==> config.mk <==
export PLATFORM = sky130hd
export DESIGN_NAME = bth_cfg
export DESIGN_NICKNAME = d
export VERILOG_FILES = /design/src/hw/rtl/bth_pkg.sv /design/src/hw/rtl/bth_cfg.sv
export SDC_FILE = /design/constraint.sdc
export NUM_CORES = 1
export LEC_CHECK = 0
export BUFFER_PORTS_ARGS = -buffer_cell sky130_fd_sc_hd__buf_2
export CAP_MARGIN = 20
export CORE_MARGIN = 1
export CORE_UTILIZATION = 40
export DETAILED_ROUTE_END_ITERATION = 8
export GPL_ROUTABILITY_DRIVEN = 1
export PLACE_DENSITY = 0.83
export SLEW_MARGIN = 20
export SYNTH_ARGS = -nofsm -noshare
export SYNTH_HDL_FRONTEND = slang
export SYNTH_SLANG_ARGS = --single-unit
==> constraint.sdc <==
create_clock -name clk -period 0.9 [get_ports clk]
set_input_delay 0.045 -clock clk [delete_from_list [all_inputs] [get_ports clk]]
set_output_delay 0.045 -clock clk [all_outputs]
set_load 0.05 [all_outputs]
==> src/hw/rtl/bth_pkg.sv <==
// ----------------------------------------------------------------------------
// bth_pkg
// Shared types and constants of the boundary-tag heap allocator.
// ----------------------------------------------------------------------------
package bth_pkg;

  localparam int HEAP_BYTES_DEF = 4096;
  localparam int OVERHEAD_DEF   = 8;

  localparam int CFG_W     = 13;
  localparam int REQ_W     = 13;
  localparam int UADDR_W   = 12;
  localparam int FREED_W   = 13;
  localparam int CFG_AW    = 3;
  localparam int CFG_DW    = 32;

  localparam logic [CFG_W-1:0] HEAP_SIZE_RST = 13'd4096;
  localparam logic [CFG_W-1:0] MIN_SIZE_RST  = 13'd16;

  // register index, taken from paddr[2]
  localparam logic REG_HEAP_SIZE = 1'b0;
  localparam logic REG_MIN_SIZE  = 1'b1;

  typedef enum logic [1:0] {
    OP_INIT  = 2'd0,
    OP_ALLOC = 2'd1,
    OP_FREE  = 2'd2,
    OP_NOP   = 2'd3
  } op_t;

  typedef enum logic [1:0] {
    ST_OK      = 2'd0,
    ST_NOFIT   = 2'd1,
    ST_BADFREE = 2'd2
  } status_t;

  // per-field write enables of the tag memory
  typedef struct packed {
    logic size;
    logic alloc;
    logic end_tag;
    logic nxt;
    logic prv;
  } mem_we_t;

  typedef enum logic [4:0] {
    S_IDLE,
    S_CLR,
    S_INI_SET,
    S_INI_PUSH,
    S_ALC_RD,
    S_ALC_CHK,
    S_ALC_SPLIT,
    S_ALC_PUSH,
    S_ALC_OWN,
    S_FRE_RD_S,
    S_FRE_CHK_S,
    S_FRE_RD_N,
    S_FRE_CHK_N,
    S_FRE_ZN,
    S_FRE_PRE,
    S_FRE_CHK_E,
    S_FRE_CHK_P,
    S_FRE_ZS,
    S_FRE_FIN,
    S_FRE_PUSH,
    S_UNL_NX,
    S_UNL_PV,
    S_PUSH_N,
    S_PUSH_H,
    S_SB_TAG,
    S_SB_END,
    S_DONE
  } state_t;

endpackage

==> src/hw/rtl/bth_cfg.sv <==
// ----------------------------------------------------------------------------
// bth_cfg
// APB register file: heap size and minimum block size.
// ----------------------------------------------------------------------------
module bth_cfg (
  input  logic                          clk,
  input  logic                          rst_n,
  input  logic                          psel,
  input  logic                          penable,
  input  logic                          pwrite,
  input  logic [bth_pkg::CFG_AW-1:0]    paddr,
  input  logic [bth_pkg::CFG_DW-1:0]    pwdata,
  output logic [bth_pkg::CFG_DW-1:0]    prdata,
  output logic                          pready,
  output logic [bth_pkg::CFG_W-1:0]     heap_size,
  output logic [bth_pkg::CFG_W-1:0]     min_size
);
  import bth_pkg::*;

  logic [CFG_W-1:0] heap_size_r, heap_size_nxt;
  logic [CFG_W-1:0] min_size_r, min_size_nxt;
  logic             wr;

  assign wr = psel & penable & pwrite;

  always_comb begin
    heap_size_nxt = heap_size_r;
    min_size_nxt  = min_size_r;
    if (wr) begin
      unique case (paddr[2])
        REG_HEAP_SIZE: heap_size_nxt = pwdata[CFG_W-1:0];
        REG_MIN_SIZE:  min_size_nxt  = pwdata[CFG_W-1:0];
        default: ;
      endcase
    end
  end

  always_ff @(posedge clk) begin
    if (!rst_n) begin
      heap_size_r <= HEAP_SIZE_RST;
      min_size_r  <= MIN_SIZE_RST;
    end else begin
      heap_size_r <= heap_size_nxt;
      min_size_r  <= min_size_nxt;
    end
  end

  always_comb begin
    unique case (paddr[2])
      REG_HEAP_SIZE: prdata = CFG_DW'(heap_size_r);
      REG_MIN_SIZE:  prdata = CFG_DW'(min_size_r);
      default:       prdata = '0;
    endcase
  end

  assign pready    = 1'b1;
  assign heap_size = heap_size_r;
  assign min_size  = min_size_r;

endmodule

==> flow_metrics.tcl, run 1 <==
set metrics [dict create \
    status "finished with violations" \
    violations "setup timing" \
    crit_start "heap_size[2]" \
    grtUsageTotal 0.197 \
    grt_pass1_wl_mm 5.32 \
    dpl.hpwl_mm 2.06 \
    clockBufferDepth 2 \
    start_util 0.435 \
    tns_ps -4140 \
    power_frac_comb 0.287 \
    peakVddDrop_mv 0.918 \
    synth_warnings 0 \
    fmax_mhz 872 \
    clock_skew_ps 0 \
    cts_tree "yes" \
    ios 99 \
    drt-pass1-iter-count 4 \
    cts_sinks 26 \
    die-area_mm2 0.00364 \
    numCtsBuffers 3 \
    rows 20 \
    first_iter_violations 32 \
    fillers 201 \
    criticalPathCategory "register to output pin" \
    wl_mm 3.78 \
    cp-start-kind "register" \
    p_int_mw 1.93 \
    die_y_um 60.3 \
    cp_data_required_time_ps 850 \
    routabilityCongestion 0.648 \
    p_clk_frac 0.282 \
    met1Wirelength_mm 1.45 \
    die_x_um 60.3 \
    setup-violations-final 31 \
    avgViaCountPerCell 4.57 \
    drv_cap 0 \
    grt_start_max_net_pins 42 \
    drive_gt1_frac 0.558 \
    seq_power_share 0.431 \
    clkSlewWorstSetupHoldPaths_ps 140 \
    area_growth_pct 79.0 \
    slew_violations 0 \
    grt_setup_unrepaired "true" \
    routed-wl-met2_mm 2.09 \
    leakage_nw 1.19 \
    antennaDiodeCount 0 \
    clk_latency_ps 310 \
    first_global_vias 1144 \
    finalCriticalPeriod_ps 1150 \
    wl_met3_um 190 \
    synthesis.instances 140 \
    p_sw_uw 863 \
    drc 0 \
    wire_per_inst_um 13.7 \
    regToRegStartpoint "min_size[0]" \
    ys_ff_latch 26 \
    antenna_found_initial 0 \
    pre_cts_ws_ps -16.5 \
    p_total_mw 2.79 \
    netlist_area_mm2 0.00136 \
    hp-start "penable" \
    synth.avg_cell_area_um2 9.71 \
    power_density_mw_per_mm2 1150 \
    hold_violations 0 \
    root_buffer "clkbuf_4" \
    crit_path_end_kind "output pin" \
    h-tree-depth 1 \
    synth.distinct_cells 14 \
    yosysSeqAreaShare 0.383 \
    grt_overflow_total 0 \
    post-route-period-util 1.27 \
    port_buffers 57 \
    dr_total_vias 1258 \
    hold_ws_ps 145 \
    crit_arrival_ps 1100 \
    cp_max_fo 2 \
    min_path_type "primary input to register" \
    setup_slack_ps -247 \
    nets 272 \
    ant_nets 0 \
    swShare 0.309 \
    top_layer "met4" \
    core_area_mm2 0.00313 \
]
## path summary, 6_finish.rpt
| path | endpoint | slack, ps | cells past startpoint |
|---|---|---|---|
| max | prdata[2] | -250 | 2 |
| max reg2reg | min_size[0] | 100 | 4 |
| min reg2reg | heap_size[4] | 470 | 2 |
| min | heap_size[9] | 140 | 3 |
## logic make-up (layout without fill, tap and decap cells)
| kind of cell | after synthesis | after routing | share of synthesized area |
|---|---|---|---|
| buffers and inverters | 28 | 101 | 0.152 |
| muxes | 39 | 39 | 0.299 |
| other | 2 | 20 | 0.00552 |
| and+or+nand+nor | 45 | 45 | 0.161 |
| DFF | 26 | 26 | 0.383 |
## metal layers
metal  global-route usage  vias up
met2                0.396       52
met5                    0        -
met1                0.199      599
li1                     -      601
met4               0.0565        0
met3               0.0390        6
## cell usage after synthesis
library cell	instances	area share
buf_6	3	0.025
dfxtp_1	26	0.38
mux2i_1	26	0.19
nand4_2	1	0.0092
nand2_1	37	0.10
and4b_1	1	0.0074
nand4b_4	1	0.017
and4_1	1	0.0064
clkbuf_1	3	0.0083
mux2_2	13	0.11
buf_1	1	0.0028
nor2b_1	4	0.018
conb_1	2	0.0055
buf_4	21	0.12
## power groups by stage
stage	registers, mW	clock network [mW]	logic [mW]
2_1_floorplan	1.31	0	0.470
3_3_place_gp	1.22	0	0.626
3_5_place_dp	1.22	0	0.629
4_1_cts	1.20	0.806	0.765
5_1_grt	1.21	0.878	0.834
6_report	1.20	0.787	0.801
## final cells by class
cell class                 instances  area [µm²]  share of cell area
sequential                        26         553               0.227
tap                               44        55.1              0.0226
multi-input combinational        104         749               0.308
timing repair buffer              97        1020               0.421
clock buffer                       3        22.5             0.00925
clock inverter                     1        30.0              0.0123
## flip-flops by register name, summed over array words and instances, names as in the netlist
name	cells
min_size	13
heap_size	13
## through the flow
step,std cells,util,cell area (µm²)
2_1_floorplan,158,-,1510
3_5_place_dp,238,0.558,1750
6_report,275,0.778,2430
4_1_cts,269,0.741,2320
5_1_grt,275,0.778,2430
3_3_place_gp,238,0.558,1750
## what timing repair did
action	in CTS	in global routing
hold buffers	13	0
resized for setup	88	25
endpoints found under the setup margin	39	39
buffers inserted	14	10
endpoints found under the hold margin	25	0
## placed cells by master (no fill, tap or decap)
master,count
and4_1,1
and4b_1,1
buf_12,4
buf_2,18
buf_4,9
buf_6,35
buf_8,17
bufinv_16,1
clkbuf_4,4
conb_1,20
dfxtp_2,26
dlygate4sd3_1,13
mux2_4,13
mux2i_1,26
nand2_1,37
nand4_2,1
nand4b_4,1
nor2b_1,4
## critical path: stages, from the launching register on
cell     delay, ps
dfxtp_2        360
mux2_4         280
buf_6          150
(Power assumes the default switching activity.)
==> run 2: changes to the inputs <==
--- a/config.mk
+++ b/config.mk
@@ -8,10 +8,11 @@
 export BUFFER_PORTS_ARGS = -buffer_cell sky130_fd_sc_hd__buf_2
 export CAP_MARGIN = 20
 export CORE_MARGIN = 1
-export CORE_UTILIZATION = 40
+export CORE_UTILIZATION = 42
+export CTS_BUF_LIST = sky130_fd_sc_hd__clkbuf_4 sky130_fd_sc_hd__clkbuf_8
 export DETAILED_ROUTE_END_ITERATION = 8
 export GPL_ROUTABILITY_DRIVEN = 1
-export PLACE_DENSITY = 0.83
+export PLACE_DENSITY = 0.87
 export SLEW_MARGIN = 20
 export SYNTH_ARGS = -nofsm -noshare
 export SYNTH_HDL_FRONTEND = slang
==> flow_metrics.tcl, run 2 (synthesis results as in run 1) <==
set metrics [dict create \
    ios 99 \
    numCtsBuffers 3 \
    max_stage_delay_ps 370 \
    nets 287 \
    crit_start "heap_size[1]" \
    drive_gt1_frac 0.593 \
    die_y_um 58.9 \
    finalCriticalPeriod_ps 1160 \
    wire_per_inst_um 16.9 \
    place_area_mm2 0.00174 \
    core_area_mm2 0.00305 \
    violations "setup timing" \
    setup_slack_ps -265 \
    grt_start_max_net_pins 19 \
    slew_violations 0 \
    p_total_mw 2.88 \
    avgViaCountPerCell 4.81 \
    start_util 0.445 \
    die-area_mm2 0.00347 \
    drt-pass1-iter-count 4 \
    grt_overflow_total 0 \
    fin_area_mm2 0.00259 \
    clk_latency_ps 320 \
    clock_skew_ps 0 \
    setup-violations-final 39 \
    die_x_um 58.9 \
    post-route-period-util 1.29 \
    crit_arrival_ps 1120 \
    cts_sinks 26 \
    wl_mm 4.90 \
    grtUsageTotal 0.243 \
    status "finished with violations" \
    cp_data_required_time_ps 850 \
    crit_slowest_cell "dfxtp_2" \
    antennaDiodeCount 0 \
    layout_common_cells "buf_6, nand2_1, mux2i_1, dfxtp_2, buf_8" \
    first_iter_violations 60 \
    r2r_slack_ps -60 \
    drv_cap 0 \
    fmax_mhz 859 \
    antenna_found_initial 0 \
    grt_setup_unrepaired "true" \
    h-tree-depth 1 \
    crit_path_cell_trace "mux2_4, buf_6" \
    area_growth_pct 90.4 \
    hold_violations 0 \
    criticalPathCategory "register to output pin" \
    clockBufferDepth 2 \
    peakVddDrop_mv 1.41 \
    leakage_nw 1.28 \
    dpl.hpwl_mm 2.13 \
    first_global_vias 1289 \
    crit_path_end_kind "output pin" \
    regToRegStartpoint "min_size[3]" \
    clkSlewWorstSetupHoldPaths_ps 160 \
    cts_tree "yes" \
    drc 0 \
    routabilityCongestion 0.717 \
    hold_ws_ps 23.8 \
    port_buffers 57 \
    hp-start "rst_n" \
    min_path_type "primary input to register" \
    utilization 0.848 \
    dr_total_vias 1394 \
    power_density_mw_per_mm2 1110 \
    cp_max_fo 2 \
    rows 20 \
    grt_pass1_wl_mm 6.25 \
    cp-start-kind "register" \
    ant_nets 0 \
    layout_commonest_cell "buf_6" \
    root_buffer "clkbuf_4" \
]
-- run 2: routing by layer --
metal	global-route usage	up-vias	wire (µm)
met2	0.463	79	2580
met1	0.259	659	1840
met3	0.0505	17	310
li1	-	639	-
met4	0.0918	0	170
met5	0	-	0
-- run 2: metrics by stage --
step           setup slack [ps]  cells  TNS, ps
6_report                   -265    290    -5590
5_1_grt                    -298    290    -7190
4_1_cts                    -249    279    -4550
3_5_place_dp              -38.7    239     -512
3_3_place_gp              -27.8    239     -226
2_1_floorplan              71.3    158        0
-- run 2: report_power, final --
part	internal (mW)	total, mW	switching, mW
Combinational	0.318	0.849	0.531
Clock	0.450	0.825	0.375
Sequential	1.18	1.20	0.0206
Total	1.95	2.88	0.927
-- run 2: worst paths after layout --
check                           cells after the start           end
worst max-delay path                                2     prdata[1]
worst min-delay path                                3  min_size[12]
worst min register to register                      2   min_size[7]
worst max register to register                      4   min_size[3]
-- run 2: area by class of cell --
class	instances	area [µm²]
Clock inverter	1	30.0
Multi-Input combinational cell	104	759
Sequential cell	26	553
Clock buffer	3	22.5
Fill cell	144	463
Timing Repair Buffer	112	1170
Tap cell	44	55.1
-- run 2: what timing repair did --
item,CTS,global route
hold endpoints to repair,26,0
pin swaps,0,0
buffers inserted,23,20
gates cloned,0,0
resized for setup,109,22
endpoints found under the setup margin,39,40
hold buffers,13,0
-- run 2: worst max-delay path, delay by kind of cell (launching register included) --
| kind | cells | cell delay [ps] |
|---|---|---|
| mux | 1 | 270 |
| buf+inv | 1 | 150 |
| flops | 1 | 370 |
==> run 3: changes to the inputs <==
--- a/config.mk
+++ b/config.mk
@@ -8,11 +8,11 @@
 export BUFFER_PORTS_ARGS = -buffer_cell sky130_fd_sc_hd__buf_2
 export CAP_MARGIN = 20
 export CORE_MARGIN = 1
-export CORE_UTILIZATION = 42
+export CORE_UTILIZATION = 38
 export CTS_BUF_LIST = sky130_fd_sc_hd__clkbuf_4 sky130_fd_sc_hd__clkbuf_8
 export DETAILED_ROUTE_END_ITERATION = 8
 export GPL_ROUTABILITY_DRIVEN = 1
-export PLACE_DENSITY = 0.87
+export PLACE_DENSITY = 0.83
 export SLEW_MARGIN = 20
 export SYNTH_ARGS = -nofsm -noshare
 export SYNTH_HDL_FRONTEND = slang
==> constraint.sdc (replaced) <==
create_clock -name clk -period 1 [get_ports clk]
set_input_delay 0.05 -clock clk [delete_from_list [all_inputs] [get_ports clk]]
set_output_delay 0.05 -clock clk [all_outputs]
set_load 0.05 [all_outputs]
==> flow_metrics.tcl, run 3 (synthesis results as in run 1) <==
set metrics [dict create \
    clock_skew_ps 0 \
    h-tree-depth 1 \
    dpl.hpwl_mm 2.00 \
    die-area_mm2 0.00382 \
    die_x_um 61.8 \
    crit_arrival_ps 1120 \
    start_util 0.401 \
    grt_setup_unrepaired "true" \
    finalCriticalPeriod_ps 1170 \
    setup_slack_ps -166 \
    grtUsageTotal 0.203 \
    hp-start "rst_n" \
    drt-pass1-iter-count 3 \
    whs_path_depth 3 \
    grt_start_max_net_pins 18 \
    r2r_slack_ps 140 \
    drive_gt1_frac 0.573 \
    ant_nets 0 \
    cts_tree "yes" \
    hold_ws_ps 79.5 \
    p_sw_uw 787 \
    cts_sinks 26 \
    root_buffer "clkbuf_4" \
    hold-path-endpoint "min_size[10]" \
    r2r_cells 4 \
    peakVddDrop_mv 1.02 \
    cp_data_required_time_ps 950 \
    violations "setup timing" \
    fillers 224 \
    power_frac_comb 0.315 \
    rows 21 \
    core_area_mm2 0.00339 \
    clk_latency_ps 320 \
    p_int_mw 1.57 \
    fmax_mhz 857 \
    criticalPathCategory "register to output pin" \
    routabilityCongestion 0.620 \
    timing.rr.end "min_size[4]" \
    wl_mm 3.73 \
    layout_common_cells "nand2_1, buf_8, buf_6, mux2i_1, dfxtp_2" \
    antennaDiodeCount 0 \
    cp-start-kind "register" \
    numCtsBuffers 3 \
    drc 0 \
    p_clk_frac 0.227 \
    leakage_nw 1.23 \
    drv_cap 0 \
    avgViaCountPerCell 4.38 \
    status "finished with violations" \
    clkSlewWorstSetupHoldPaths_ps 140 \
    setup-violations-final 13 \
    antenna_found_initial 0 \
    wire_per_inst_um 13.1 \
    clockBufferDepth 2 \
    port_buffers 57 \
    nets 280 \
    regToRegStartpoint "min_size[4]" \
    area_growth_pct 87.1 \
    layout_commonest_cell "nand2_1" \
    first_iter_violations 24 \
    p_total_mw 2.36 \
    hold_violations 0 \
    dr_total_vias 1247 \
    cp_max_fo 2 \
    first_global_vias 1220 \
    min_path_type "primary input to register" \
    power_density_mw_per_mm2 927 \
    ios 99 \
    grt_pass1_wl_mm 5.59 \
    post-route-period-util 1.17 \
    grt_overflow_total 0 \
    crit_path_end_kind "output pin" \
    swShare 0.334 \
    slew_violations 0 \
    seq_power_share 0.458 \
    die_y_um 61.8 \
]
## run 3: changes by cell type in the layout (fill, tap and decap cells not counted), moves of 4 or more
cell    delta
buf_8      +9
mux2_4     -4
buf_6      -9
mux2_2     +4
buf_4      -8
## run 3: worst max path at each step
| stage | to | depth (start not counted) | from |
|---|---|---|---|
| after CTS | prdata[12] | 2 | heap_size[12] |
| after global routing | prdata[2] | 2 | heap_size[2] |
| after detailed placement | min_size[8] | 5 | paddr[2] |
| after floorplan | prdata[4] | 1 | heap_size[4] |
| after global placement | min_size[12] | 5 | paddr[2] |
| final | prdata[12] | 2 | heap_size[12] |
## run 3: cell type report
| cell class | instances | area, µm² | share of cell area |
|---|---|---|---|
| Timing Repair Buffer | 105 | 1160 | 0.457 |
| Multi-Input combinational cell | 104 | 734 | 0.289 |
| Sequential cell | 26 | 553 | 0.217 |
| Tap cell | 46 | 57.6 | 0.0226 |
| Clock buffer | 4 | 36.3 | 0.0143 |
## run 3: what timing repair did
action	in CTS	in global routing
endpoints found under the setup margin	38	37
endpoints found under the hold margin	26	0
hold buffers	13	0
setup buffers	22	16
gates resized for setup	127	21
## run 3: power by group through the flow
stage / Sequential, mW / Clock [mW] / Combinational [mW]
2_1_floorplan: 1.18 / 0 / 0.407
3_3_place_gp: 1.10 / 0 / 0.546
3_5_place_dp: 1.10 / 0 / 0.551
4_1_cts: 1.08 / 0.566 / 0.719
5_1_grt: 1.08 / 0.607 / 0.783
6_report: 1.08 / 0.535 / 0.743
## run 3: metal layers
metal,part of all wire,GRT usage,vias up
met4,0.0043,0.0286,0
met2,0.55,0.422,48
met3,0.056,0.0642,2
met1,0.38,0.195,578
li1,-,-,619
met5,0,0,-
## run 3: per-stage QoR
| stage | setup slack, ps | area [µm²] | TNS, ps | cells | utilization |
|---|---|---|---|---|---|
| CTS | -173 | 2450 | -2150 | 278 | 0.722 |
| global placement | 29.2 | 1690 | 0 | 239 | 0.499 |
| floorplan | -97.8 | 1460 | -97.8 | 158 | - |
| detailed placement | 14.1 | 1690 | 0 | 239 | 0.499 |
| finish | -166 | 2540 | -1970 | 285 | 0.751 |
| global route | -221 | 2540 | -3070 | 285 | 0.751 |
## run 3: critical path, cell delays in order, from the launching register on
cell	delay [ps]
dfxtp_2	360
mux2_2	280
buf_6	160
