$ cat src/hw/rtl/bth_pkg.sv
// ----------------------------------------------------------------------------
// bth_pkg
// Shared types and constants of the boundary-tag heap allocator.
// ----------------------------------------------------------------------------
package bth_pkg;

  localparam int HEAP_BYTES_DEF = 4096;
  localparam int OVERHEAD_DEF   = 8;

  localparam int CFG_W     = 13;
  localparam int REQ_W     = 13;
  localparam int UADDR_W   = 12;
  localparam int FREED_W   = 13;
  localparam int CFG_AW    = 3;
  localparam int CFG_DW    = 32;

  localparam logic [CFG_W-1:0] HEAP_SIZE_RST = 13'd4096;
  localparam logic [CFG_W-1:0] MIN_SIZE_RST  = 13'd16;

  // register index, taken from paddr[2]
  localparam logic REG_HEAP_SIZE = 1'b0;
  localparam logic REG_MIN_SIZE  = 1'b1;

  typedef enum logic [1:0] {
    OP_INIT  = 2'd0,
    OP_ALLOC = 2'd1,
    OP_FREE  = 2'd2,
    OP_NOP   = 2'd3
  } op_t;

  typedef enum logic [1:0] {
    ST_OK      = 2'd0,
    ST_NOFIT   = 2'd1,
    ST_BADFREE = 2'd2
  } status_t;

  // per-field write enables of the tag memory
  typedef struct packed {
    logic size;
    logic alloc;
    logic end_tag;
    logic nxt;
    logic prv;
  } mem_we_t;

  typedef enum logic [4:0] {
    S_IDLE,
    S_CLR,
    S_INI_SET,
    S_INI_PUSH,
    S_ALC_RD,
    S_ALC_CHK,
    S_ALC_SPLIT,
    S_ALC_PUSH,
    S_ALC_OWN,
    S_FRE_RD_S,
    S_FRE_CHK_S,
    S_FRE_RD_N,
    S_FRE_CHK_N,
    S_FRE_ZN,
    S_FRE_PRE,
    S_FRE_CHK_E,
    S_FRE_CHK_P,
    S_FRE_ZS,
    S_FRE_FIN,
    S_FRE_PUSH,
    S_UNL_NX,
    S_UNL_PV,
    S_PUSH_N,
    S_PUSH_H,
    S_SB_TAG,
    S_SB_END,
    S_DONE
  } state_t;

endpackage

$ cat src/hw/rtl/bth_ctrl.sv
// ----------------------------------------------------------------------------
// bth_ctrl
// Sequencer: walks the free list, splits, merges and relinks blocks by
// read-modify-write of the tag memory, one access per cycle.
// ----------------------------------------------------------------------------
module bth_ctrl #(
  parameter int HEAP_BYTES     = 4096,
  parameter int OVERHEAD_BYTES = 8,
  parameter int AW             = 12,
  parameter int PW             = 13
) (
  input  logic                          clk,
  input  logic                          rst_n,
  input  logic                          start,
  output logic                          busy,
  input  bth_pkg::op_t                  op,
  input  logic [bth_pkg::REQ_W-1:0]     request_size,
  input  logic [bth_pkg::UADDR_W-1:0]   user_address,
  input  logic [bth_pkg::CFG_W-1:0]     heap_size,
  input  logic [bth_pkg::CFG_W-1:0]     min_size,
  output logic                          out_valid,
  output bth_pkg::status_t              status,
  output logic [bth_pkg::UADDR_W-1:0]   address,
  output logic [bth_pkg::FREED_W-1:0]   freed_size,
  output logic                          mem_re,
  output logic [AW-1:0]                 mem_ra,
  input  logic [4*PW:0]                 mem_rdata,
  output bth_pkg::mem_we_t              mem_we,
  output logic [AW-1:0]                 mem_wa,
  output logic [4*PW:0]                 mem_wdata
);
  import bth_pkg::*;

  // wide enough for any sum of address, size and request
  localparam int XW = (PW + 7 > 14) ? PW + 7 : 14;
  localparam logic [XW-1:0] NIL_X = XW'(HEAP_BYTES);
  localparam logic [XW-1:0] OH_X  = XW'(OVERHEAD_BYTES);
  localparam logic [PW-1:0] NIL_P = PW'(HEAP_BYTES);
  localparam logic [AW-1:0] CLR_LAST = AW'(HEAP_BYTES - 1);

  state_t state_r, state_nxt;
  state_t ret_r, ret_nxt;

  logic [PW-1:0]      head_r, head_nxt;
  logic [PW-1:0]      heap_end_r, heap_end_nxt;
  logic [PW-1:0]      n_r, n_nxt;
  logic [PW-1:0]      steps_r, steps_nxt;
  logic [XW-1:0]      need_r, need_nxt;
  logic [PW-1:0]      size_r, size_nxt;
  logic [PW-1:0]      nsz_r, nsz_nxt;
  logic [AW-1:0]      s_r, s_nxt;
  logic [PW-1:0]      nx_r, nx_nxt;
  logic [PW-1:0]      ps_r, ps_nxt;
  logic [UADDR_W-1:0] ua_r, ua_nxt;
  logic [PW-1:0]      u_n_r, u_n_nxt;
  logic [PW-1:0]      u_nx_r, u_nx_nxt;
  logic [PW-1:0]      u_pv_r, u_pv_nxt;
  logic [AW-1:0]      pn_r, pn_nxt;
  logic [AW-1:0]      sb_s_r, sb_s_nxt;
  logic [PW-1:0]      sb_size_r, sb_size_nxt;
  logic               sb_alloc_r, sb_alloc_nxt;
  logic [AW-1:0]      clr_r, clr_nxt;
  status_t            status_r, status_nxt;
  logic [UADDR_W-1:0] addr_r, addr_nxt;
  logic [FREED_W-1:0] freed_r, freed_nxt;

  logic [PW-1:0] rd_size, rd_end, rd_next, rd_prev;
  logic          rd_alloc;

  assign rd_prev  = mem_rdata[PW-1:0];
  assign rd_next  = mem_rdata[2*PW-1:PW];
  assign rd_end   = mem_rdata[3*PW-1:2*PW];
  assign rd_alloc = mem_rdata[3*PW];
  assign rd_size  = mem_rdata[4*PW:3*PW+1];

  logic [XW-1:0] he_x, need_a, need_sel, hs_x, rem_x, s_full, nx_x, sum_x;
  logic          accept, walk_go, alc_fit, alc_split;
  logic          fre_s_ok, fre_s_hit, fre_n_merge, fre_e_ok;

  assign accept   = start && (state_r == S_IDLE);
  assign he_x     = XW'(heap_end_r);
  assign need_a   = XW'(request_size) + OH_X;
  assign need_sel = (need_a < XW'(min_size)) ? XW'(min_size) : need_a;
  assign hs_x     = (XW'(heap_size) > NIL_X) ? NIL_X : XW'(heap_size);

  assign walk_go  = (XW'(n_r) < NIL_X) && (XW'(steps_r) < NIL_X);
  assign alc_fit  = (XW'(rd_size) >= need_r) && (rd_size != '0)
                    && (XW'(n_r) + XW'(rd_size) <= he_x);
  assign rem_x    = XW'(rd_size) - need_r;
  assign alc_split = (rem_x >= XW'(min_size)) && (rem_x != '0);

  assign s_full   = XW'(ua_r) - OH_X;
  assign fre_s_ok = (XW'(ua_r) >= OH_X) && (s_full < he_x) && (s_full < NIL_X);
  assign nx_x     = XW'(s_r) + XW'(rd_size);
  assign fre_s_hit = rd_alloc && (rd_size != '0) && (nx_x <= he_x);
  assign fre_n_merge = !rd_alloc && (rd_size != '0)
                       && (XW'(nx_r) + XW'(rd_size) <= he_x);
  assign fre_e_ok = (rd_end != '0) && (XW'(rd_end) <= XW'(s_r));
  assign sum_x    = XW'(sb_s_r) + XW'(sb_size_r) - XW'(1);

  // next state
  always_comb begin
    state_nxt = state_r;
    unique case (state_r)
      S_IDLE: begin
        if (start) begin
          unique case (op)
            OP_INIT:  state_nxt = S_CLR;
            OP_ALLOC: state_nxt = S_ALC_RD;
            OP_FREE:  state_nxt = S_FRE_RD_S;
            default:  state_nxt = S_DONE;
          endcase
        end
      end
      S_CLR:       if (clr_r == CLR_LAST) state_nxt = S_INI_SET;
      S_INI_SET:   state_nxt = (heap_end_r != '0) ? S_SB_TAG : S_DONE;
      S_INI_PUSH:  state_nxt = S_PUSH_N;
      S_ALC_RD:    state_nxt = walk_go ? S_ALC_CHK : S_DONE;
      S_ALC_CHK:   state_nxt = alc_fit ? S_UNL_NX : S_ALC_RD;
      S_ALC_SPLIT: state_nxt = S_SB_TAG;
      S_ALC_PUSH:  state_nxt = S_PUSH_N;
      S_ALC_OWN:   state_nxt = S_SB_TAG;
      S_FRE_RD_S:  state_nxt = fre_s_ok ? S_FRE_CHK_S : S_DONE;
      S_FRE_CHK_S: begin
        if (!fre_s_hit) state_nxt = S_DONE;
        else if (nx_x < he_x) state_nxt = S_FRE_RD_N;
        else state_nxt = S_FRE_PRE;
      end
      S_FRE_RD_N:  state_nxt = S_FRE_CHK_N;
      S_FRE_CHK_N: state_nxt = fre_n_merge ? S_UNL_NX : S_FRE_PRE;
      S_FRE_ZN:    state_nxt = S_FRE_PRE;
      S_FRE_PRE:   state_nxt = (s_r != '0) ? S_FRE_CHK_E : S_FRE_FIN;
      S_FRE_CHK_E: state_nxt = fre_e_ok ? S_FRE_CHK_P : S_FRE_FIN;
      S_FRE_CHK_P: state_nxt = !rd_alloc ? S_UNL_NX : S_FRE_FIN;
      S_FRE_ZS:    state_nxt = S_FRE_FIN;
      S_FRE_FIN:   state_nxt = S_SB_TAG;
      S_FRE_PUSH:  state_nxt = S_PUSH_N;
      S_UNL_NX:    state_nxt = S_UNL_PV;
      S_UNL_PV:    state_nxt = ret_r;
      S_PUSH_N:    state_nxt = S_PUSH_H;
      S_PUSH_H:    state_nxt = ret_r;
      S_SB_TAG:    state_nxt = S_SB_END;
      S_SB_END:    state_nxt = ret_r;
      S_DONE:      state_nxt = S_IDLE;
      default:     state_nxt = S_IDLE;
    endcase
  end

  // datapath and memory accesses
  always_comb begin
    ret_nxt      = ret_r;
    head_nxt     = head_r;
    heap_end_nxt = heap_end_r;
    n_nxt        = n_r;
    steps_nxt    = steps_r;
    need_nxt     = need_r;
    size_nxt     = size_r;
    nsz_nxt      = nsz_r;
    s_nxt        = s_r;
    nx_nxt       = nx_r;
    ps_nxt       = ps_r;
    ua_nxt       = ua_r;
    u_n_nxt      = u_n_r;
    u_nx_nxt     = u_nx_r;
    u_pv_nxt     = u_pv_r;
    pn_nxt       = pn_r;
    sb_s_nxt     = sb_s_r;
    sb_size_nxt  = sb_size_r;
    sb_alloc_nxt = sb_alloc_r;
    clr_nxt      = clr_r;
    status_nxt   = status_r;
    addr_nxt     = addr_r;
    freed_nxt    = freed_r;
    mem_re       = 1'b0;
    mem_ra       = '0;
    mem_we       = '0;
    mem_wa       = '0;
    mem_wdata    = '0;
    unique case (state_r)
      S_IDLE: begin
        if (accept) begin
          status_nxt = ST_OK;
          addr_nxt   = '0;
          freed_nxt  = '0;
          ua_nxt     = user_address;
          need_nxt   = need_sel;
          n_nxt      = head_r;
          steps_nxt  = '0;
          clr_nxt    = '0;
          if (op == OP_INIT) begin
            heap_end_nxt = hs_x[PW-1:0];
            head_nxt     = NIL_P;
          end
        end
      end
      S_CLR: begin
        mem_we  = '{size: 1'b1, alloc: 1'b1, end_tag: 1'b1, nxt: 1'b1, prv: 1'b1};
        mem_wa  = clr_r;
        clr_nxt = clr_r + AW'(1);
      end
      S_INI_SET: begin
        sb_s_nxt     = '0;
        sb_size_nxt  = heap_end_r;
        sb_alloc_nxt = 1'b0;
        ret_nxt      = S_INI_PUSH;
      end
      S_INI_PUSH: begin
        pn_nxt  = '0;
        ret_nxt = S_DONE;
      end
      S_ALC_RD: begin
        if (walk_go) begin
          mem_re = 1'b1;
          mem_ra = n_r[AW-1:0];
        end else begin
          status_nxt = ST_NOFIT;
        end
      end
      S_ALC_CHK: begin
        if (alc_fit) begin
          u_n_nxt  = n_r;
          u_nx_nxt = rd_next;
          u_pv_nxt = rd_prev;
          addr_nxt = UADDR_W'(XW'(n_r) + OH_X);
          if (alc_split) begin
            size_nxt = rem_x[PW-1:0];
            ret_nxt  = S_ALC_SPLIT;
          end else begin
            need_nxt = XW'(rd_size);
            ret_nxt  = S_ALC_OWN;
          end
        end else begin
          n_nxt     = rd_next;
          steps_nxt = steps_r + PW'(1);
        end
      end
      S_ALC_SPLIT: begin
        sb_s_nxt     = AW'(XW'(n_r) + need_r);
        sb_size_nxt  = size_r;
        sb_alloc_nxt = 1'b0;
        ret_nxt      = S_ALC_PUSH;
      end
      S_ALC_PUSH: begin
        pn_nxt  = AW'(XW'(n_r) + need_r);
        ret_nxt = S_ALC_OWN;
      end
      S_ALC_OWN: begin
        sb_s_nxt     = n_r[AW-1:0];
        sb_size_nxt  = need_r[PW-1:0];
        sb_alloc_nxt = 1'b1;
        ret_nxt      = S_DONE;
      end
      S_FRE_RD_S: begin
        s_nxt = s_full[AW-1:0];
        if (fre_s_ok) begin
          mem_re = 1'b1;
          mem_ra = s_full[AW-1:0];
        end else begin
          status_nxt = ST_BADFREE;
        end
      end
      S_FRE_CHK_S: begin
        if (fre_s_hit) begin
          mem_we.alloc = 1'b1;
          mem_wa       = s_r;
          size_nxt     = rd_size;
          nx_nxt       = nx_x[PW-1:0];
        end else begin
          status_nxt = ST_BADFREE;
        end
      end
      S_FRE_RD_N: begin
        mem_re = 1'b1;
        mem_ra = nx_r[AW-1:0];
      end
      S_FRE_CHK_N: begin
        if (fre_n_merge) begin
          u_n_nxt  = nx_r;
          u_nx_nxt = rd_next;
          u_pv_nxt = rd_prev;
          nsz_nxt  = rd_size;
          ret_nxt  = S_FRE_ZN;
        end
      end
      S_FRE_ZN: begin
        mem_we.size = 1'b1;
        mem_wa      = nx_r[AW-1:0];
        size_nxt    = PW'(XW'(size_r) + XW'(nsz_r));
      end
      S_FRE_PRE: begin
        if (s_r != '0) begin
          mem_re = 1'b1;
          mem_ra = s_r - AW'(1);
        end
      end
      S_FRE_CHK_E: begin
        if (fre_e_ok) begin
          ps_nxt = rd_end;
          mem_re = 1'b1;
          mem_ra = AW'(XW'(s_r) - XW'(rd_end));
        end
      end
      S_FRE_CHK_P: begin
        if (!rd_alloc) begin
          u_n_nxt  = PW'(XW'(s_r) - XW'(ps_r));
          u_nx_nxt = rd_next;
          u_pv_nxt = rd_prev;
          ret_nxt  = S_FRE_ZS;
        end
      end
      S_FRE_ZS: begin
        mem_we.size = 1'b1;
        mem_wa      = s_r;
        size_nxt    = PW'(XW'(size_r) + XW'(ps_r));
        s_nxt       = AW'(XW'(s_r) - XW'(ps_r));
      end
      S_FRE_FIN: begin
        sb_s_nxt     = s_r;
        sb_size_nxt  = size_r;
        sb_alloc_nxt = 1'b0;
        ret_nxt      = S_FRE_PUSH;
      end
      S_FRE_PUSH: begin
        pn_nxt    = s_r;
        freed_nxt = FREED_W'(XW'(size_r));
        ret_nxt   = S_DONE;
      end
      S_UNL_NX: begin
        if (head_r == u_n_r) head_nxt = u_nx_r;
        if (XW'(u_nx_r) < NIL_X) begin
          mem_we.prv = 1'b1;
          mem_wa     = u_nx_r[AW-1:0];
          mem_wdata[PW-1:0] = u_pv_r;
        end
      end
      S_UNL_PV: begin
        if (XW'(u_pv_r) < NIL_X) begin
          mem_we.nxt = 1'b1;
          mem_wa     = u_pv_r[AW-1:0];
          mem_wdata[2*PW-1:PW] = u_nx_r;
        end
      end
      S_PUSH_N: begin
        mem_we.nxt = 1'b1;
        mem_we.prv = 1'b1;
        mem_wa     = pn_r;
        mem_wdata[2*PW-1:PW] = head_r;
        mem_wdata[PW-1:0]    = NIL_P;
      end
      S_PUSH_H: begin
        if (XW'(head_r) < NIL_X) begin
          mem_we.prv = 1'b1;
          mem_wa     = head_r[AW-1:0];
          mem_wdata[PW-1:0] = PW'(pn_r);
        end
        head_nxt = PW'(pn_r);
      end
      S_SB_TAG: begin
        mem_we.size  = 1'b1;
        mem_we.alloc = 1'b1;
        mem_wa       = sb_s_r;
        mem_wdata[4*PW:3*PW+1] = sb_size_r;
        mem_wdata[3*PW]        = sb_alloc_r;
      end
      S_SB_END: begin
        mem_we.end_tag = 1'b1;
        mem_wa         = sum_x[AW-1:0];
        mem_wdata[3*PW-1:2*PW] = sb_size_r;
      end
      S_DONE: ;
      default: ;
    endcase
  end

  always_ff @(posedge clk) begin
    if (!rst_n) begin
      state_r    <= S_IDLE;
      ret_r      <= S_DONE;
      head_r     <= NIL_P;
      heap_end_r <= '0;
    end else begin
      state_r    <= state_nxt;
      ret_r      <= ret_nxt;
      head_r     <= head_nxt;
      heap_end_r <= heap_end_nxt;
    end
  end

  always_ff @(posedge clk) begin
    n_r        <= n_nxt;
    steps_r    <= steps_nxt;
    need_r     <= need_nxt;
    size_r     <= size_nxt;
    nsz_r      <= nsz_nxt;
    s_r        <= s_nxt;
    nx_r       <= nx_nxt;
    ps_r       <= ps_nxt;
    ua_r       <= ua_nxt;
    u_n_r      <= u_n_nxt;
    u_nx_r     <= u_nx_nxt;
    u_pv_r     <= u_pv_nxt;
    pn_r       <= pn_nxt;
    sb_s_r     <= sb_s_nxt;
    sb_size_r  <= sb_size_nxt;
    sb_alloc_r <= sb_alloc_nxt;
    clr_r      <= clr_nxt;
    status_r   <= status_nxt;
    addr_r     <= addr_nxt;
    freed_r    <= freed_nxt;
  end

  assign busy       = (state_r != S_IDLE);
  assign out_valid  = (state_r == S_DONE);
  assign status     = status_r;
  assign address    = addr_r;
  assign freed_size = freed_r;

endmodule

$ cat config.mk
export PLATFORM = sky130hd
export DESIGN_NAME = bth_ctrl
export DESIGN_NICKNAME = d
export VERILOG_FILES = /design/src/hw/rtl/bth_pkg.sv /design/src/hw/rtl/bth_ctrl.sv
export SDC_FILE = /design/constraint.sdc
export NUM_CORES = 1
export LEC_CHECK = 0
export ABC_CLOCK_PERIOD_IN_PS = 7300
export BUFFER_PORTS_ARGS = -buffer_cell sky130_fd_sc_hd__buf_2
export CAP_MARGIN = 0
export CORE_UTILIZATION = 60
export CTS_BUF_LIST = sky130_fd_sc_hd__clkbuf_16
export CTS_CLUSTER_DIAMETER = 200
export DETAILED_ROUTE_END_ITERATION = 10
export GPL_TIMING_DRIVEN = 0
export PLACE_DENSITY = 0.88
export SYNTH_ARGS = -nofsm -noshare
export SYNTH_HDL_FRONTEND = slang
export SYNTH_SLANG_ARGS = --single-unit
$ cat constraint.sdc
create_clock -name clk -period 7.3 [get_ports clk]
set_input_delay 1.095 -clock clk [delete_from_list [all_inputs] [get_ports clk]]
set_output_delay 1.095 -clock clk [all_outputs]
set_load 0.005 [all_outputs]
==> out/qor.yml, run 1 <==
outcome:
  status: "finished, final reports clean"
setup_path:
  critPathMaxFanout: 19
  crit_type: "in -> out"
  cp-end-kind: "output pin"
  reg2reg_depth: 20
  critPathLaunchType: "input port"
  crit_required_ns: 6.20
  cp.arrival_ns: 6.04
drt:
  drt-total-wl_um: 81600
  drt_iter0_markers: 3158
  antenna_left: 0
  wl_per_cell_um: 27.7
  num_vias: 20255
  drt-pass1-iter-count: 7
  viasPerCell: 6.88
  drc: 0
finish:
  finish.utilization_pct: 69.4
  layout-drive-gt1-share_pct: 12.8
  regMostFlops: "need_r"
  nets: 2802
  largest_reg_flops: 14
  final_cells: 2942
  area_delta_synth_final_pct: 13.5
clock_network:
  cts_tree: "done"
  post_cts_buffers: 0
  cts-resized-gates: 0
  cts-root-buf: "clkbuf_16"
  clk_pin_slew_ns: 0.06
  cts_buffers: 30
  cts_max_path_buffers: 3
  cts.sinks: 268
  clk_latency_ns: 0.58
  htreeDepth: 1
  hold_buffers: 0
floorplan:
  fp.dieH_um: 187
  ioPinCount: 221
  die-area_um2: 35000
  start_util_pct: 61.2
  core_area_um2: 33600
  die_x_um: 187
  std_cell_rows: 67
grt:
  grt_pass1_wl_um: 117000
  grt_antenna_before_repair: 5
  grt_max_degree: 28
  grt_pass1_vias: 18731
  grt.total_usage_pct: 45.3
  grt_overflow_total: 0
hold_path:
  hold_path_class: "reg -> reg"
  min_delay_path_depth: 2
sta:
  rsz0062_at_grt: "true"
  finalSetupViolations: 0
  whs_ns: 0.510
  clock-skew-final_ns: 0.0134
  max_freq_ghz: 0.140
  fin_crit_sh_pct: 97.7
  finalHoldViolCount: 0
  finalMaxSlewViolations: 0
  slew_headroom_pct: 9.35
  tightest_slew_ns: 1.35
  period_needed_ns: 7.13
  timing.final.ws_setup_ns: 0.165
synthesis:
  syn_area_um2: 20600
  synth_top_cell_by_area: "edfxtp_1"
  ys_types: 80
  yosysTopAreaCellShare_pct: 33.9
  synth-edff-count: 232
  synthTopCellsByArea: "edfxtp_1 34%, ha_1 13%, xnor2_1 3.7%"
  ys_seq_elements: 268
  yosysMostFrequentCell: "edfxtp_1"
  synthArstFlopShare_pct: 0
  synth_nets: 2545
  synth_commonest_cells: "232 x edfxtp_1, 212 x ha_1, 186 x nand2_1"
  synth_warnings: 0
  synthFlopType: "edfxtp_1"
  synth_seq_area_share_pct: 37.4
  syn_area_per_cell_um2: 9.28
  synth_cells: 2215
power_and_ir_drop:
  ir_worst_vdd_mv: 0.201
  power.total_w: 0.00775
  p_leak_nw: 9.99
  powerDensity_nw_per_um2: 332
run:
  maxCapViolCount: 0
placed_design:
  dp_slack_ns: -0.120
  place.port_buffers: 220
  gp_congestion: 1.05
  dp_cells: 2888
  dp_hpwl_um: 63800
==> final timing paths <==
check / from / to / slack, ns
setup / recovery: mem_rdata[40] / mem_wa[6] / 0.17
hold / removal: ret_r[0] / ret_r[0] / 0.51
setup reg to reg: n_r[1] / need_r[9] / 0.58
hold reg to reg: ret_r[0] / ret_r[0] / 0.51
==> power by group <==
group | switching (W) | leakage, nW | internal (W)
combinational | 0.00222 | 7.03 | 0.00132
sequential | 0.000470 | 2.44 | 0.00217
clock | 0.000638 | 0.522 | 0.000936
==> cell usage in the layout, fill, tap and decap left out, types with 36 or more instances in the layout <==
| cell type | instances |
|---|---|
| nor3_1 | 83 |
| a22oi_1 | 43 |
| nand3_1 | 61 |
| clkbuf_1 | 74 |
| xor2_1 | 64 |
| edfxtp_1 | 232 |
| dfxtp_1 | 36 |
| xnor2_1 | 87 |
| nand2_1 | 186 |
| buf_2 | 230 |
| ha_1 | 212 |
| o21ai_0 | 104 |
| nor2_1 | 178 |
| inv_1 | 189 |
| a21oi_1 | 109 |
==> through the flow <==
step / setup TNS, ns / cell area [um2]
global placement: -67.29 / 22200
CTS: 0 / 23300
detailed placement: -1.55 / 22300
global route: -0.00561 / 23300
floorplan: 0 / 20600
finish: 0 / 23300
==> critical path, cell delays in order <==
cell	delay, ns
buf_2	0.22
ha_1	0.30
fa_1	0.41
a21o_1	0.19
a21oi_1	0.21
nor2b_1	0.08
o21a_1	0.18
o21ai_0	0.16
nand2b_1	0.10
a41o_1	0.27
o41ai_2	0.30
xnor2_1	0.15
ha_1	0.31
nand4_1	0.09
nor2_1	0.18
o31ai_1	0.11
o211ai_1	0.15
a21o_1	0.24
a211oi_4	0.08
buf_8	0.20
or2_2	0.27
buf_2	0.18
a221o_1	0.41
buf_2	0.14
==> area by class of cell <==
type                    count  area (um2)
repair buffers            225        1160
fillers                  2654       10300
clock buffers              31         776
plain buffers              90         377
clock inverters            22         228
multi-input cells        1673       11900
well taps                 448         561
inverters                 184         692
diodes                      1        2.50
flip-flops and latches    268        7690
==> metal layers <==
metal	GRT usage [%]	up-vias	part of all wire, %
li1	-	8764	-
met1	58.5	9473	36
met2	68.3	1654	42
met3	12.0	356	14
met4	26.3	8	7.0
met5	1.92	-	0.17
==> cells by family after synthesis <==
group / after synthesis / synth area share (%)
flops: 268 / 37.4
simple gates: 726 / 17.1
compound gates: 550 / 18.9
buf+inv: 274 / 5.20
fa+ha+maj: 221 / 13.8
mux: 25 / 1.22
xor+xnor: 151 / 6.43
(Power assumes the default switching activity.)
==> run 2, diff against run 1 <==
ABC_CLOCK_PERIOD_IN_PS = 6600   (was 7300)
CELL_PAD_IN_SITES_DETAIL_PLACEMENT = 1   (was unset)
CELL_PAD_IN_SITES_GLOBAL_PLACEMENT = 1   (was unset)
CORE_UTILIZATION = 47   (was 60)
PLACE_DENSITY = 0.89   (was 0.88)
SLEW_MARGIN = 25   (was unset)
clock period = 6.6 ns   (was 7.3 ns; I/O delays follow)
==> run 2 against run 1 <==
Against the previous run: the flow now finishes with violations (DRC); register-to-register slack worse by 0.15 ns; non-clock buffer count up 10; sequential share of layout area fell by 0.31 points; setup slack got worse by 0.0082 ns; final cell count is 5.1% higher; clock power up 5%; die area increased by 27%; critical path type is now reg -> out; critical endpoint is now mem_wa[11].
==> out/qor.yml, run 2 (synthesis results as in run 1) <==
outcome:
  status: "finished, violations left"
  violations: "DRC"
finish:
  layout-drive-gt1-share_pct: 13.6  # +0.81 points
  final_common_cell: "edfxtp_1"
  area_delta_synth_final_pct: 14.6
  largest_reg_flops: 14  # unchanged
  final_cell_mix: "232 x edfxtp_1, 228 x buf_2, 211 x ha_1"
  nets: 2813  # +0.39%
  regMostFlops: "need_r"
grt:
  grt_max_degree: 25  # -11%
  grt_overflow_total: 0  # unchanged
  grt_antenna_before_repair: 6  # +1
  grt_pass1_vias: 20767  # +11%
  grt_pass1_wl_um: 134000  # +15%
  grt.total_usage_pct: 41.2  # -4.1 points
sta:
  timing.final.ws_setup_ns: 0.157  # -0.00815 ns
  tightest_slew_ns: 1.10  # -0.250 ns
  slew_headroom_pct: 26.4  # +17 points
  clock-skew-final_ns: 0.0224  # +0.00905 ns
  finalSetupViolations: 0  # unchanged
  period_needed_ns: 6.44
  fin_crit_sh_pct: 97.6
  max_freq_ghz: 0.155
  finalHoldViolCount: 0  # unchanged
  rsz0062_at_grt: "false"
  finalMaxSlewViolations: 0  # unchanged
setup_path:
  r2r_start: "n_r[1]"
  critPathMaxFanout: 9  # -10
  r2r_slack_ns: 0.43  # -0.15 ns
  r2r_end: "need_r[10]"
  crit_type: "reg -> out"
  crit_required_ns: 5.61  # -0.59 ns
  critPathLaunchType: "flop"
  reg2reg_depth: 20  # unchanged
  cp-end-kind: "output pin"
  crit_start: "s_r[2]"
  cp.arrival_ns: 5.45  # -0.59 ns
  crit_end: "mem_wa[11]"
floorplan:
  fp.dieH_um: 211  # +13%
  core_area_um2: 43100  # +28%
  start_util_pct: 47.7  # -13 points
  die_x_um: 211  # +13%
  ioPinCount: 221  # unchanged
  die-area_um2: 44600  # +27%
  std_cell_rows: 76  # +13%
power_and_ir_drop:
  p_int_w: 0.00479  # +8.2%
  clock_power_share_pct: 19.1  # -1.2 points
  switching_share_pct: 44.6  # +1.7 points
  p_seq_share_pct: 33.7  # -0.4 points
  pwr-share-comb_pct: 47.2  # +1.6 points
  p_leak_nw: 10.0  # about the same
  ir_worst_vdd_mv: 0.265  # +31%
  power.switching_w: 0.00386  # +16%
  power.total_w: 0.00865  # +12%
  powerDensity_nw_per_um2: 367  # +11%
clock_network:
  cts_tree: "done"
  cts-root-buf: "clkbuf_16"
  hold_buffers: 0  # unchanged
  cts_max_path_buffers: 3  # unchanged
  clk_latency_ns: 0.61  # +0.03 ns
  cts.sinks: 268  # unchanged
  clk_pin_slew_ns: 0.06  # about the same
  cts_buffers: 31  # +3.3%
  htreeDepth: 1  # unchanged
placed_design:
  gp_congestion: 1.02  # -3.1%
  dp_hpwl_um: 73300  # +15%
  dp_slack_ns: -0.764  # -0.644 ns
  place.port_buffers: 220  # unchanged
drt:
  drt-pass1-iter-count: 11  # +4
  num_vias: 20388  # +0.66%
  drt-total-wl_um: 92900  # +14%
  drt_iter0_markers: 2567  # -19%
  drc: 2  # +2
  wl_per_cell_um: 30.0  # +8.3%
  antenna_left: 0  # unchanged
  viasPerCell: 6.59  # -4.3%
hold_path:
  hold_path_class: "reg -> reg"
run:
  maxCapViolCount: 0  # unchanged
[run 2: cell count changes in the layout (fill, tap and decap cells not counted), moves of 3 or more]
cell        delta
clkinvlp_4     +3
clkinv_2       +4
bufinv_16      -4
clkinv_1       +3
buf_4         +12
inv_1          -3
[run 2: area by class of cell]
cell class                 instances  area, um2
multi-input combinational       1673      11900
tap                              585        732
clock buffer                      31        776
timing repair buffer             236       1250
sequential                       268       7690
antenna                            2       5.00
inverter                         184        692
buffer                            89        372
fill                            5056      19500
clock inverter                    25        150
[run 2: through the flow]
stage | util (%) | setup TNS (ns) | hold slack [ns] | area [um2] | instances
after floorplan | - | 0 | 0.459 | 20600 | 2215
after global placement | 52.0 | -88.98 | 0.501 | 22400 | 3020
after detailed placement | 52.3 | -38.59 | 0.513 | 22500 | 3026
after CTS | 54.6 | 0 | 0.530 | 23500 | 3087
after global routing | 54.7 | 0 | 0.554 | 23600 | 3091
final | 54.7 | 0 | 0.534 | 23600 | 3093
[run 2: power groups by stage]
stage	combinational, W	clock (W)	sequential, W
finish	0.00408	0.00165	0.00292
global route	0.00439	0.00170	0.00291
CTS	0.00396	0.00164	0.00288
detailed placement	0.00390	0	0.00291
global placement	0.00365	0	0.00291
floorplan	0.00262	0	0.00264
[run 2: worst min-delay path by stage]
stage,start,end,slack [ns],cells past startpoint
2_1_floorplan,ret_r[3],ret_r[3],0.46,2
3_3_place_gp,ret_r[1],ret_r[1],0.50,2
3_5_place_dp,ret_r[1],ret_r[1],0.51,2
4_1_cts,ret_r[3],ret_r[3],0.53,2
5_1_grt,user_address[5],ua_r[5],0.55,1
6_report,ret_r[0],ret_r[0],0.53,2
[run 2: timing repair]
item,in CTS,in global routing
pin swaps,9,7
gates resized for setup,7,5
setup buffers,5,5
endpoints found under the setup margin,27,74
[run 2: critical path: stages (launching register included)]
cell and delay [ns]:
edfxtp_1 0.77, ha_1 0.41, a21o_1 0.19, a21oi_2 0.17
nor2b_1 0.07, o21a_1 0.18, o21ai_1 0.12, nand2b_1 0.10
a41o_1 0.23, o41ai_2 0.27, xnor2_1 0.16, ha_1 0.33
nand4_1 0.11, nor2_2 0.19, o31ai_1 0.14, o211ai_1 0.18
a21o_1 0.22, a211oi_4 0.06, buf_6 0.17, or2_4 0.28
a221o_1 0.38, buf_2 0.14
[run 2: layer usage]
layer  vias to the layer above  share of wire [%]  track usage, %
met5                         -              0.051               0
met4                         6                7.5            25.7
met3                       374                 10            9.35
met2                      1323                 44            64.3
met1                      9913                 38            51.5
li1                       8772                  -               -
